<file path="config.mk">
export PLATFORM = sky130hd
export DESIGN_NAME = mqtt_fixed_header_deframer
export DESIGN_NICKNAME = d
export VERILOG_FILES = /design/src/rtl/core/mfhd_pkg.sv /design/src/rtl/core/mfhd_step.sv /design/src/rtl/core/mqtt_fixed_header_deframer.sv
export SDC_FILE = /design/constraint.sdc
export NUM_CORES = 1
export LEC_CHECK = 0
export ABC_AREA = 1
export BUFFER_PORTS_ARGS = -buffer_cell sky130_fd_sc_hd__buf_4
export CAP_MARGIN = 25
export CORE_ASPECT_RATIO = 0.9
export CORE_MARGIN = 2
export CORE_UTILIZATION = 40
export DETAILED_ROUTE_END_ITERATION = 12
export SYNTH_ARGS = -nofsm -noshare
export SYNTH_HDL_FRONTEND = slang
export SYNTH_SLANG_ARGS = --single-unit
</file>
<file path="constraint.sdc">
create_clock -name i_clk -period 8 [get_ports i_clk]
set_clock_uncertainty 0.05 [all_clocks]
set_input_delay 0.8 -clock i_clk [delete_from_list [all_inputs] [get_ports i_clk]]
set_output_delay 0.8 -clock i_clk [all_outputs]
set_load 0.1 [all_outputs]
</file>
<file path="src/rtl/core/mfhd_pkg.sv">
// Shared types, codes and helpers for the MQTT fixed-header deframer.
package mfhd_pkg;

    localparam int unsigned MFHD_MAX_LEN_BYTES   = 4;
    localparam int unsigned MFHD_LEN_W           = 28;
    localparam int unsigned MFHD_MAXPKT_W        = 17;
    localparam int unsigned MFHD_CNT_W           = 3;
    localparam logic [MFHD_MAXPKT_W-1:0] MFHD_MAXPKT_RESET = 17'd1024;

    typedef enum logic [1:0] {
        PH_HEADER = 2'd0,
        PH_LENGTH = 2'd1,
        PH_BODY   = 2'd2
    } t_phase;

    typedef enum logic [1:0] {
        ST_BUSY      = 2'd0,
        ST_DONE      = 2'd1,
        ST_MALFORMED = 2'd2,
        ST_OVERFLOW  = 2'd3
    } t_status;

    typedef struct packed {
        t_phase                  phase;
        logic [MFHD_LEN_W-1:0]   length_accum;
        logic [MFHD_CNT_W-1:0]   length_byte_count;
        logic [3:0]              held_kind;
        logic [MFHD_LEN_W-1:0]   body_left;
    } t_state;

    typedef struct packed {
        t_status               frame_status;
        logic [3:0]            packet_kind;
        logic [MFHD_LEN_W-1:0] body_length;
    } t_result;

    // Bytes in the shortest base-128 encoding of a remaining length.
    function automatic logic [2:0] encoded_size(input logic [MFHD_LEN_W-1:0] v);
        logic [2:0] n;
        if (v < 28'd128) begin
            n = 3'd1;
        end else if (v < 28'd16384) begin
            n = 3'd2;
        end else if (v < 28'd2097152) begin
            n = 3'd3;
        end else begin
            n = 3'd4;
        end
        return n;
    endfunction

endpackage

</file>
<file path="src/rtl/core/mfhd_step.sv">
// Next-state and status logic for one received byte of the deframer.
module mfhd_step
    import mfhd_pkg::*;
#(
    parameter int unsigned MAX_LENGTH_BYTES = MFHD_MAX_LEN_BYTES
) (
    input  t_state                     i_state,
    input  logic [7:0]                 i_rx_byte,
    input  logic [MFHD_MAXPKT_W-1:0]   i_max_bytes,
    output t_state                     o_state,
    output t_result                    o_result
);

    logic [MFHD_LEN_W-1:0] w_digit;
    logic [MFHD_LEN_W-1:0] w_accum;
    logic [MFHD_CNT_W-1:0] w_count;
    logic [MFHD_LEN_W:0]   w_total;
    logic [MFHD_LEN_W-1:0] w_left;

    // Each length byte lands 7 bits above the previous one.
    always_comb begin
        case (i_state.length_byte_count[1:0])
            2'd0:    w_digit = {21'd0, i_rx_byte[6:0]};
            2'd1:    w_digit = {14'd0, i_rx_byte[6:0], 7'd0};
            2'd2:    w_digit = {7'd0, i_rx_byte[6:0], 14'd0};
            default: w_digit = {i_rx_byte[6:0], 21'd0};
        endcase
    end

    assign w_accum = i_state.length_accum + w_digit;
    assign w_count = i_state.length_byte_count + 3'd1;
    assign w_total = {1'b0, w_accum} + {{(MFHD_LEN_W-2){1'b0}}, encoded_size(w_accum)}
                     + {{MFHD_LEN_W{1'b0}}, 1'b1};
    assign w_left  = i_state.body_left - {{(MFHD_LEN_W-1){1'b0}}, 1'b1};

    always_comb begin
        o_state  = i_state;
        o_result = '{frame_status: ST_BUSY, packet_kind: 4'd0, body_length: '0};
        case (i_state.phase)
            PH_LENGTH: begin
                o_state.length_accum      = w_accum;
                o_state.length_byte_count = w_count;
                if (i_rx_byte[7]) begin
                    if (w_count >= MFHD_CNT_W'(MAX_LENGTH_BYTES)) begin
                        o_state.phase         = PH_HEADER;
                        o_result.frame_status = ST_MALFORMED;
                    end
                end else if (w_total > {{(MFHD_LEN_W+1-MFHD_MAXPKT_W){1'b0}}, i_max_bytes}) begin
                    o_state.phase         = PH_HEADER;
                    o_result.frame_status = ST_OVERFLOW;
                    o_result.body_length  = w_accum;
                end else if (w_accum == '0) begin
                    o_state.phase         = PH_HEADER;
                    o_result.frame_status = ST_DONE;
                    o_result.packet_kind  = i_state.held_kind;
                end else begin
                    o_state.body_left = w_accum;
                    o_state.phase     = PH_BODY;
                end
            end
            PH_BODY: begin
                o_state.body_left = w_left;
                if (w_left == '0) begin
                    o_state.phase         = PH_HEADER;
                    o_result.frame_status = ST_DONE;
                    o_result.packet_kind  = i_state.held_kind;
                    o_result.body_length  = i_state.length_accum;
                end
            end
            default: begin
                // Header byte; the unused phase code is treated the same way.
                o_state.held_kind         = i_rx_byte[7:4];
                o_state.length_accum      = '0;
                o_state.length_byte_count = '0;
                o_state.body_left         = '0;
                o_state.phase             = PH_LENGTH;
            end
        endcase
    end

endmodule

</file>
<file path="src/rtl/core/mqtt_fixed_header_deframer.sv">
// Top level of the MQTT fixed-header deframer: framing state, config and output skid.
//
//  Channel   Direction  Handshake          Payload
//  rx        in         i_valid / o_stall  i_rx_byte
//  status    out        o_valid / i_stall  o_frame_status, o_packet_kind, o_body_length
//  config    in         i_cfg_we           i_cfg_wdata (max_packet_bytes)
//
// One byte is accepted per cycle while o_stall is low, and one status beat leaves per
// cycle while i_stall is low; each beat is registered in the output register or skid.
// The framing state updates in the cycle a byte is accepted, so the next byte sees it.
// A two-entry output stage (register plus skid) keeps o_stall registered; it rises
// only after the output has been stalled while a second beat arrived.
// Reset is synchronous and returns the framer to the header state with max 1024.
module mqtt_fixed_header_deframer
    import mfhd_pkg::*;
#(
    parameter int unsigned MAX_LENGTH_BYTES = MFHD_MAX_LEN_BYTES
) (
    input  logic                     i_clk,
    input  logic                     i_rst_n,
    input  logic                     i_valid,
    output logic                     o_stall,
    input  logic [7:0]               i_rx_byte,
    output logic                     o_valid,
    input  logic                     i_stall,
    output logic [1:0]               o_frame_status,
    output logic [3:0]               o_packet_kind,
    output logic [MFHD_LEN_W-1:0]    o_body_length,
    input  logic                     i_cfg_we,
    input  logic [MFHD_MAXPKT_W-1:0] i_cfg_wdata
);

    t_state                   r_state;
    t_state                   n_state;
    t_result                  n_result;
    t_result                  r_out;
    t_result                  r_skid;
    logic                     r_out_valid;
    logic                     r_skid_valid;
    logic [MFHD_MAXPKT_W-1:0] r_max_bytes;
    logic                     w_accept;
    logic                     w_out_free;

    mfhd_step #(
        .MAX_LENGTH_BYTES(MAX_LENGTH_BYTES)
    ) u_step (
        .i_state    (r_state),
        .i_rx_byte  (i_rx_byte),
        .i_max_bytes(r_max_bytes),
        .o_state    (n_state),
        .o_result   (n_result)
    );

    assign w_accept   = i_valid && !r_skid_valid;
    assign w_out_free = !r_out_valid || !i_stall;

    always_ff @(posedge i_clk) begin
        if (!i_rst_n) begin
            r_state      <= '0;
            r_max_bytes  <= MFHD_MAXPKT_RESET;
            r_out_valid  <= 1'b0;
            r_skid_valid <= 1'b0;
        end else begin
            if (i_cfg_we) begin
                r_max_bytes <= i_cfg_wdata;
            end
            if (w_accept) begin
                r_state <= n_state;
            end
            if (w_out_free) begin
                r_out_valid  <= r_skid_valid || w_accept;
                r_skid_valid <= 1'b0;
            end else if (w_accept) begin
                r_skid_valid <= 1'b1;
            end
        end
    end

    always_ff @(posedge i_clk) begin
        if (w_out_free) begin
            if (r_skid_valid) begin
                r_out <= r_skid;
            end else if (w_accept) begin
                r_out <= n_result;
            end
        end else if (w_accept) begin
            r_skid <= n_result;
        end
    end

    assign o_stall        = r_skid_valid;
    assign o_valid        = r_out_valid;
    assign o_frame_status = r_out.frame_status;
    assign o_packet_kind  = r_out.packet_kind;
    assign o_body_length  = r_out.body_length;

endmodule

</file>
==> impl_metrics.csv, run 1 <==
group,metric,value,unit
worst_setup_path,path_class,"reg -> reg",
die,die_w,184,µm
place,routabilityCongestion,0.997,
timing,max_clock_freq,0.135,GHz
global_route,grt_max_degree,78,
outcome,outcome,"completed",
pwr,p_leak,6.13,nW
die,start_util,40.5,%
synth,postSynthCellCount,1763,
layout,area_delta_synth_final,12.3,%
global_route,antenna_found_initial,0,
worst_setup_path,cpMostUsedCell,"nand2_1",
synth,ys_seq_area_share,31.9,%
clock_network,htreeDepth,4,
clock_network,numClockSinks,152,
timing,hold_slack,406,ps
worst_setup_path,crit_buf_inv,3,
die,rows,59,
pwr,pwr_density_cell,184,nW/µm²
die,die_area,30600,µm²
die,die_h,166,µm
timing,hold_violations,0,
run,max-cap-violations,0,
worst_setup_path,critPathArrivalTime,7530,ps
routing,wl_per_cell,17.6,µm
routing,drt_first_iter_violations,1174,
clock_network,clock_latency,430,ps
timing,fin_crit,7390,ps
timing,fin_crit_sh,92.4,%
pwr,vdd_drop_max,0.120,mV
place,dpl.hpwl,30200,µm
timing,drv_slew,0,
layout,layout_commonest_cell,"nand2_1",
timing,relSlewSlack,32.9,%
synth,syn_avg_cell_area,6.62,µm²
synth,syn_area,11700,µm²
routing,vias_per_cell,5.28,
clock_network,numCtsBuffers,17,
die,ioPinCount,66,
synth,ys_types,46,
worst_setup_path,end_kind,"flop",
synth,syn-num-nets,1851,
synth,ys_warn_count,0,
clock_network,cts_buffer_depth,2,
layout,fin_nets,1893,
global_route,grt_pass1_wl,59300,µm
global_route,track_usage,25.1,%
global_route,overflow,0,
die,coreArea,28800,µm²
routing,vias,11500,
clock_network,clk_transition_reported_paths,70,ps
worst_setup_path,required,8140,ps
place,port_buffers,65,
routing,drc_errors,0,
routing,ant_nets,0,
timing,finalSetupViolCount,0,
synth,ys_ff_latch,152,
timing,setup-tns-final,0,ps
worst_setup_path,critPathMaxStageDelay,460,ps
routing,firstDrtPassIters,7,
hold_path,hold_path_class,"reg -> reg",
layout,layout-drive-gt1-share,13.4,%
routing,wl,38400,µm
clock_network,clk_root_buffer_cell,"clkbuf_16",
worst_setup_path,critPathTopFamily,"simple AND/OR/NAND/NOR gates",
timing,worst_pin_slew,1000,ps
layout,layout_common_cells,"nand2_1, inv_1, nor2_1",
worst_setup_path,path_max_fanout,13,
worst_setup_path,critPathSlowestCell,"fa_1",
worst_setup_path,startpoint_type,"flop",
clock_network,tritoncts,"built",
timing,rsz0062_at_grt,"no",
global_route,grt_pass1_vias,10400,
## final timing paths
| path | from | end | slack (ps) | cells past startpoint |
|---|---|---|---|---|
| max reg2reg | r_state[32] | o_body_length[23] | 610 | 41 |
| min | r_state[31] | r_state[31] | 410 | 2 |
| min reg2reg | r_state[31] | r_state[31] | 410 | 2 |
| max | r_state[32] | o_body_length[23] | 610 | 41 |
## worst register-to-register path: cells and delay by family (launching register included)
kind	cells	cell delay (ps)
AO/OA/AOI/OAI	10	1520
AND/OR/NAND/NOR	22	2880
flip-flops	1	430
adder cells (fa/ha/maj)	6	1910
buffers and inverters	3	360
## final cells by class
class	count	area, µm²
sequential	152	3720
clock inverter	14	126
tap	366	458
multi-input combinational	1270	6670
clock buffer	18	429
inverter	288	1080
timing repair buffer	76	616
antenna	1	2.50
fill	2988	15700
## through the flow
| step | instances | power, W | area (µm²) | utilization [%] | setup WS [ps] |
|---|---|---|---|---|---|
| 2_1_floorplan | 1763 | 0.00144 | 11700 | - | 1800 |
| 5_1_grt | 2184 | 0.00254 | 13100 | 45.5 | 13.3 |
| 3_5_place_dp | 2149 | 0.00164 | 12500 | 43.4 | 289 |
| 4_1_cts | 2181 | 0.00241 | 13000 | 45.3 | 258 |
| 3_3_place_gp | 2148 | 0.00163 | 12500 | 43.3 | 450 |
| 6_report | 2185 | 0.00242 | 13100 | 45.5 | 605 |
## layer usage
layer	part of all wire [%]	GRT usage, %	up-vias
met1	49	38.4	5277
met5	0	0	-
met4	3.4	9.22	0
met2	39	34.8	450
li1	-	-	5756
met3	8.8	4.56	58
## cell usage after synthesis (all sizes together)
cell type  instances  area share (%)
nand2            511              17
inv              284             9.1
nor2             203             7.4
nand3            121             5.9
a21oi            114             5.6
o21ai             97             4.2
dfxtp             84              14
edfxtp            68              17
ha                56             6.0
nand4             51             2.7
clkbuf            37             1.2
nor3              36             1.6
xor2              26             2.0
o22ai             20             1.6
buf               17             1.1
xnor2              9            0.68
clkinv             4            0.13
nor4               4            0.21
and2               3            0.16
a211oi             2            0.13
a21o               2            0.13
and3               2            0.11
fa                 2            0.34
o21a               2            0.13
o21bai             2            0.13
a31oi              1           0.054
nand3b             1           0.064
o211ai             1           0.064
o221ai             1           0.075
o41ai              1           0.075
or2                1           0.075
## report_power, final
part	total [W]	internal, W	switching [W]	leakage, nW
clock network	0.000774	0.000410	0.000364	0.265
logic	0.000744	0.000222	0.000522	4.47
registers	0.000901	0.000855	0.0000460	1.40
## state kept, by name (all words and copies together), names as in the netlist
signal,flops
o_valid,1
r_max_bytes,17
o_frame_status,2
o_packet_kind,4
o_stall,1
r_skid,34
r_state,65
o_body_length,28
## timing repair
action                     in CTS  in global routing
hold buffers                    0                  0
setup endpoints to repair       0                 90
buffers inserted                0                  1
gates resized for setup         0                  6
## cell families (layout without fill, tap and decap cells)
| group | count (synthesis) | in the layout | synth area share (%) |
|---|---|---|---|
| buffers and inverters | 342 | 396 | 11.5 |
| and+or+nand+nor | 933 | 934 | 35.5 |
| AOI/OAI and AO/OA | 243 | 243 | 12.1 |
| adders and majority gates | 58 | 58 | 6.35 |
| DFF | 152 | 152 | 31.9 |
| xor gates and xnor gates | 35 | 35 | 2.63 |
| other | 0 | 1 | 0 |
(Power assumes the default switching activity.)
==> run 2, diff against run 1 <==
--- a/config.mk
+++ b/config.mk
@@ -14,4 +14,5 @@
 export DETAILED_ROUTE_END_ITERATION = 12
 export SYNTH_ARGS = -nofsm -noshare
 export SYNTH_HDL_FRONTEND = slang
+export SYNTH_HIERARCHICAL = 1
 export SYNTH_SLANG_ARGS = --single-unit
==> impl_metrics.csv, run 2 <==
group,metric,value,unit
outcome,outcome,"completed",
synth,synth_top_area_share,17.3,%
die,coreArea,31700,µm²
pwr,finalPower,0.00249,W
place,routabilityCongestion,1.07,
timing,hold_violations,0,
global_route,grt_pass1_vias,12300,
timing,fin_crit_sh,93.5,%
synth,synth_ff_type,"dfxtp_1",
layout,layout_common_cells,"nand2_1, nor2_1, inv_1",
layout,layout_commonest_cell,"nand2_1",
global_route,antenna_found_initial,0,
routing,wl,43000,µm
layout,seq_area,3730,µm²
worst_setup_path,startpoint_type,"flop",
clock_network,numCtsBuffers,17,
routing,vias_per_cell,5.22,
die,ioPinCount,66,
global_route,track_usage,26.0,%
hold_path,hold_path_class,"reg -> reg",
worst_setup_path,r2r_start,"r_state[32]",
global_route,grt_pass1_wl,68300,µm
clock_network,cts-hold-fix-buffers,0,
layout,area_delta_synth_final,13.4,%
worst_setup_path,path_class,"reg -> reg",
layout,n_fill_cell,3347,
clock_network,cts_buffer_depth,2,
global_route,overflow,0,
layout,largest_reg_flops,65,
pwr,p_leak,6.84,nW
worst_setup_path,cpMostUsedCell,"nand2_1",
worst_setup_path,critPathArrivalTime,7770,ps
timing,drv_slew,0,
die,die_h,173,µm
worst_setup_path,path_max_fanout,7,
synth,ys_ff_latch,152,
clock_network,numClockSinks,152,
routing,ant_nets,0,
routing,firstDrtPassIters,5,
worst_setup_path,rrSetupSlack,520,ps
timing,relSlewSlack,34.0,%
synth,yosysTopAreaCell,"nand2_1",
layout,multi_input_area,7600,µm²
synth,async_reset_ff_share,0,%
place,postPlaceCellArea,13700,µm²
place,dp_cells,2498,
hold_path,hold_path.startpoint,"r_max_bytes[10]",
layout,layout-drive-gt1-share,13.2,%
synth,ys_warn_count,6,
die,rows,62,
clock_network,clk_root_buffer_cell,"clkbuf_16",
timing,max_clock_freq,0.134,GHz
place,port_buffers,65,
routing,drt_first_iter_violations,1351,
clock_network,clock_latency,440,ps
synth,synth_edf_count,68,
synth,yosys-top-cells-count,"nand2_1, nor2_1, inv_1",
clock_network,clk_transition_reported_paths,70,ps
worst_setup_path,rr_endpoint,"r_state[17]",
worst_setup_path,end_kind,"flop",
synth,ys_types,45,
synth,syn-num-nets,2151,
timing,worst_pin_slew,991,ps
die,die_area,33400,µm²
run,max-cap-violations,0,
layout,fin_area,14500,µm²
pwr,vdd_drop_max,0.165,mV
place,dpl.hpwl,31800,µm
synth,ys_seq_area_share,29.2,%
global_route,grt_max_degree,88,
synth,syn_area,12800,µm²
hold_path,hold_end,"r_max_bytes[10]",
pwr,pwr_density_cell,172,nW/µm²
routing,wl_per_cell,17.0,µm
layout,fin_nets,2196,
synth,syn_avg_cell_area,6.19,µm²
die,start_util,40.3,%
die,die_w,192,µm
worst_setup_path,critPathMaxStageDelay,440,ps
worst_setup_path,crit_path_start,"r_state[32]",
clock_network,htreeDepth,4,
worst_setup_path,ff2ff_path_depth,49,
synth,yosys-top-cells-area,"nand2_1, edfxtp_1, dfxtp_1, nor2_1, inv_1",
layout,instances_no_fill,2537,
timing,finalSetupViolCount,0,
worst_setup_path,critPathSlowestCell,"ha_2",
layout,regMostFlops,"r_state",
synth,synth_most_common_cell,"nand2_1",
routing,vias,13200,
timing,fin_crit,7480,ps
routing,drc_errors,0,
synth,postSynthCellCount,2063,
clock_network,tritoncts,"built",
layout,diodes,0,
worst_setup_path,required,8290,ps
hold_path,holdPathStages,2,
[run 2: cell count changes after synthesis, moves of 23 or more]
cell and change:
nand3_1 +94, o21ai_0 -61, nand2_1 +108, buf_2 +23, inv_1 +32, nor2_1 +125
[run 2: power breakdown]
part / internal (W) / switching, W / leakage [nW]
Clock: 0.000478 / 0.000391 / 0.305
Combinational: 0.000218 / 0.000517 / 5.15
Sequential: 0.000849 / 0.0000400 / 1.39
[run 2: worst max path at each step]
stage                              to  slack, ps  cells after the start
CTS                  o_body_length[9]         20                     48
finish                    r_state[17]        520                     49
detailed placement   o_body_length[9]         50                     47
floorplan           o_body_length[15]       1390                     47
global route               r_state[7]        -60                     49
global placement     o_body_length[9]        220                     45
[run 2: cells by family after synthesis]
family	Yosys count	share of synthesized area [%]
buffers and inverters	395	12.4
AO/OA/AOI/OAI	142	5.89
XOR/XNOR	35	2.40
adder cells (fa/ha/maj)	58	5.80
flip-flops	152	29.2
AND/OR/NAND/NOR	1281	44.3
[run 2: worst max-delay path, delay by kind of cell, from the launching register on]
| kind | cells | cell delay [ps] |
|---|---|---|
| adder cells (fa/ha/maj) | 5 | 1520 |
| buffers and inverters | 8 | 900 |
| AND/OR/NAND/NOR | 31 | 3800 |
| flip-flops | 1 | 410 |
| AO/OA/AOI/OAI | 5 | 710 |
[run 2: cell type report]
class / count / area share [%]
Clock inverter: 15 / 1.41
Sequential cell: 152 / 25.8
Multi-Input combinational cell: 1517 / 52.5
Clock buffer: 17 / 2.94
Tap cell: 416 / 3.60
Inverter: 321 / 8.34
Timing Repair Buffer: 99 / 5.48
[run 2: layer usage]
metal  GRT usage, %  part of all wire [%]
met1           36.8                    47
met4           8.87                   3.0
met2           40.6                    44
met3           3.34                   5.9
met5              0                     0
[run 2: timing repair]
action,in CTS,in global routing
gates resized for setup,0,33
setup endpoints to repair,0,77
buffers inserted,0,5
[run 2: metrics by stage]
stage	setup WS (ps)	hold WS, ps	TNS (ps)	utilization, %
after global routing	-55.7	465	-598	45.7
after CTS	16.4	430	0	45.1
after floorplan	1390	379	0	-
after detailed placement	49.4	411	0	43.2
after global placement	221	405	0	43.1
final	518	432	0	45.7
==> run 3, diff against run 2 <==
--- a/config.mk
+++ b/config.mk
@@ -8,10 +8,13 @@
 export ABC_AREA = 1
 export BUFFER_PORTS_ARGS = -buffer_cell sky130_fd_sc_hd__buf_4
 export CAP_MARGIN = 25
+export CELL_PAD_IN_SITES_DETAIL_PLACEMENT = 1
+export CELL_PAD_IN_SITES_GLOBAL_PLACEMENT = 1
 export CORE_ASPECT_RATIO = 0.9
 export CORE_MARGIN = 2
 export CORE_UTILIZATION = 40
 export DETAILED_ROUTE_END_ITERATION = 12
+export PLACE_DENSITY_LB_ADDON = 0.1
 export SYNTH_ARGS = -nofsm -noshare
 export SYNTH_HDL_FRONTEND = slang
 export SYNTH_HIERARCHICAL = 1
==> impl_metrics.csv, run 3 (synthesis results as in run 2) <==
group,metric,value,unit
worst_setup_path,critPathArrivalTime,7860,ps
pwr,vdd_drop_max,0.151,mV
worst_setup_path,end_kind,"flop",
layout,fin_nets,2199,
layout,layout-drive-gt1-share,14.4,%
run,max-cap-violations,0,
timing,worst_pin_slew,970,ps
die,coreArea,31700,µm²
worst_setup_path,path_class,"reg -> reg",
layout,fin_util,46.2,%
layout,regMostFlops,"r_state",
routing,drt_first_iter_violations,877,
layout,largest_reg_flops,65,
clock_network,numClockSinks,152,
layout,layout_common_cells,"nand2_1, nor2_1, inv_1",
routing,vias_per_cell,5.31,
pwr,p_leak,6.83,nW
layout,area_delta_synth_final,14.6,%
routing,drc_errors,0,
outcome,outcome,"completed",
clock_network,tritoncts,"built",
routing,vias,13500,
place,routabilityCongestion,0.956,
place,dp_slack,-106,ps
timing,fin_crit,7530,ps
worst_setup_path,required,8330,ps
worst_setup_path,rr_endpoint,"r_state[11]",
clock_network,numCtsBuffers,17,
routing,wl_per_cell,19.2,µm
timing,max_clock_freq,0.133,GHz
die,die_area,33400,µm²
layout,instances_no_fill,2540,
worst_setup_path,rrSetupSlack,470,ps
routing,firstDrtPassIters,7,
worst_setup_path,crit_path_start,"r_state[33]",
worst_setup_path,cp-endpoint,"r_state[11]",
routing,ant_nets,0,
layout,diodes,0,
worst_setup_path,path_max_fanout,7,
global_route,grt_pass1_wl,75500,µm
pwr,pwr_density_cell,169,nW/µm²
die,ioPinCount,66,
worst_setup_path,cpMostUsedCell,"nand2_1",
worst_setup_path,r2r_start,"r_state[33]",
worst_setup_path,ff2ff_path_depth,49,
global_route,grt_max_degree,84,
clock_network,cts_buffer_depth,2,
worst_setup_path,critPathMaxStageDelay,390,ps
clock_network,clk_root_buffer_cell,"clkbuf_16",
global_route,antenna_found_initial,1,
die,start_util,40.3,%
layout,layout_commonest_cell,"nand2_1",
place,dpl.hpwl,36000,µm
clock_network,clock_latency,450,ps
hold_path,hold_path_class,"reg -> reg",
clock_network,htreeDepth,4,
worst_setup_path,critPathSlowestCell,"fa_2",
timing,drv_slew,0,
timing,setup_slack,467,ps
die,rows,62,
timing,fin_crit_sh,94.2,%
die,die_w,192,µm
global_route,track_usage,29.3,%
worst_setup_path,startpoint_type,"flop",
timing,hold_violations,0,
place,port_buffers,65,
global_route,overflow,0,
die,die_h,173,µm
place,dp_cells,2496,
routing,wl,48800,µm
global_route,grt_pass1_vias,13400,
timing,finalSetupViolCount,0,
timing,relSlewSlack,35.3,%
clock_network,clk_transition_reported_paths,70,ps
[run 3: final cells by class]
type | instances | area (µm²)
Clock buffer | 19 | 433
Fill cell | 4289 | 17000
Sequential cell | 152 | 3730
Tap cell | 416 | 520
Multi-Input combinational cell | 1519 | 7780
Timing Repair Buffer | 100 | 827
Inverter | 321 | 1210
Clock inverter | 13 | 130
[run 3: power breakdown]
part	total, W	switching, W	internal (W)
sequential	0.000889	0.0000395	0.000849
combinational	0.000774	0.000550	0.000224
clock	0.000814	0.000377	0.000437
[run 3: metrics by stage]
stage                     total power [W]  hold WS, ps  cell area (µm²)  TNS [ps]
final                             0.00248          431            14600         0
after global routing              0.00260          469            14600     -3200
after CTS                         0.00245          440            14200         0
after detailed placement          0.00163          423            13600     -1360
after global placement            0.00161          395            13600         0
after floorplan                   0.00140          379            12800         0
[run 3: how the worst min path moves through the flow]
stage / startpoint / endpoint / slack (ps) / cells after the start
4_1_cts: r_max_bytes[14] / r_max_bytes[14] / 440 / 2
2_1_floorplan: r_max_bytes[10] / r_max_bytes[10] / 380 / 2
3_3_place_gp: r_max_bytes[10] / r_max_bytes[10] / 400 / 2
3_5_place_dp: r_max_bytes[14] / r_max_bytes[14] / 420 / 2
6_report: r_max_bytes[10] / r_max_bytes[10] / 430 / 2
5_1_grt: r_max_bytes[14] / r_max_bytes[14] / 470 / 2
[run 3: repair_timing]
action | CTS | global route
setup buffers | 1 | 5
endpoints found under the setup margin | 41 | 77
hold buffers | 0 | 0
gates resized for setup | 2 | 73
hold endpoints to repair | 0 | 0
cloned | 0 | 6
pin swaps | 1 | 14
[run 3: metal layers]
metal  wire (µm)  track usage (%)
met3        2230             4.25
met2       22600             48.2
met5          13                0
met1       22200             39.1
met4        1630             10.3
[run 3: critical path: cells and delay by family (launching register included)]
family          cells  cell delay [ps]
buf+inv             6              680
simple gates       32             3910
fa+ha+maj           6             1680
compound gates      5              710
flops               1              380
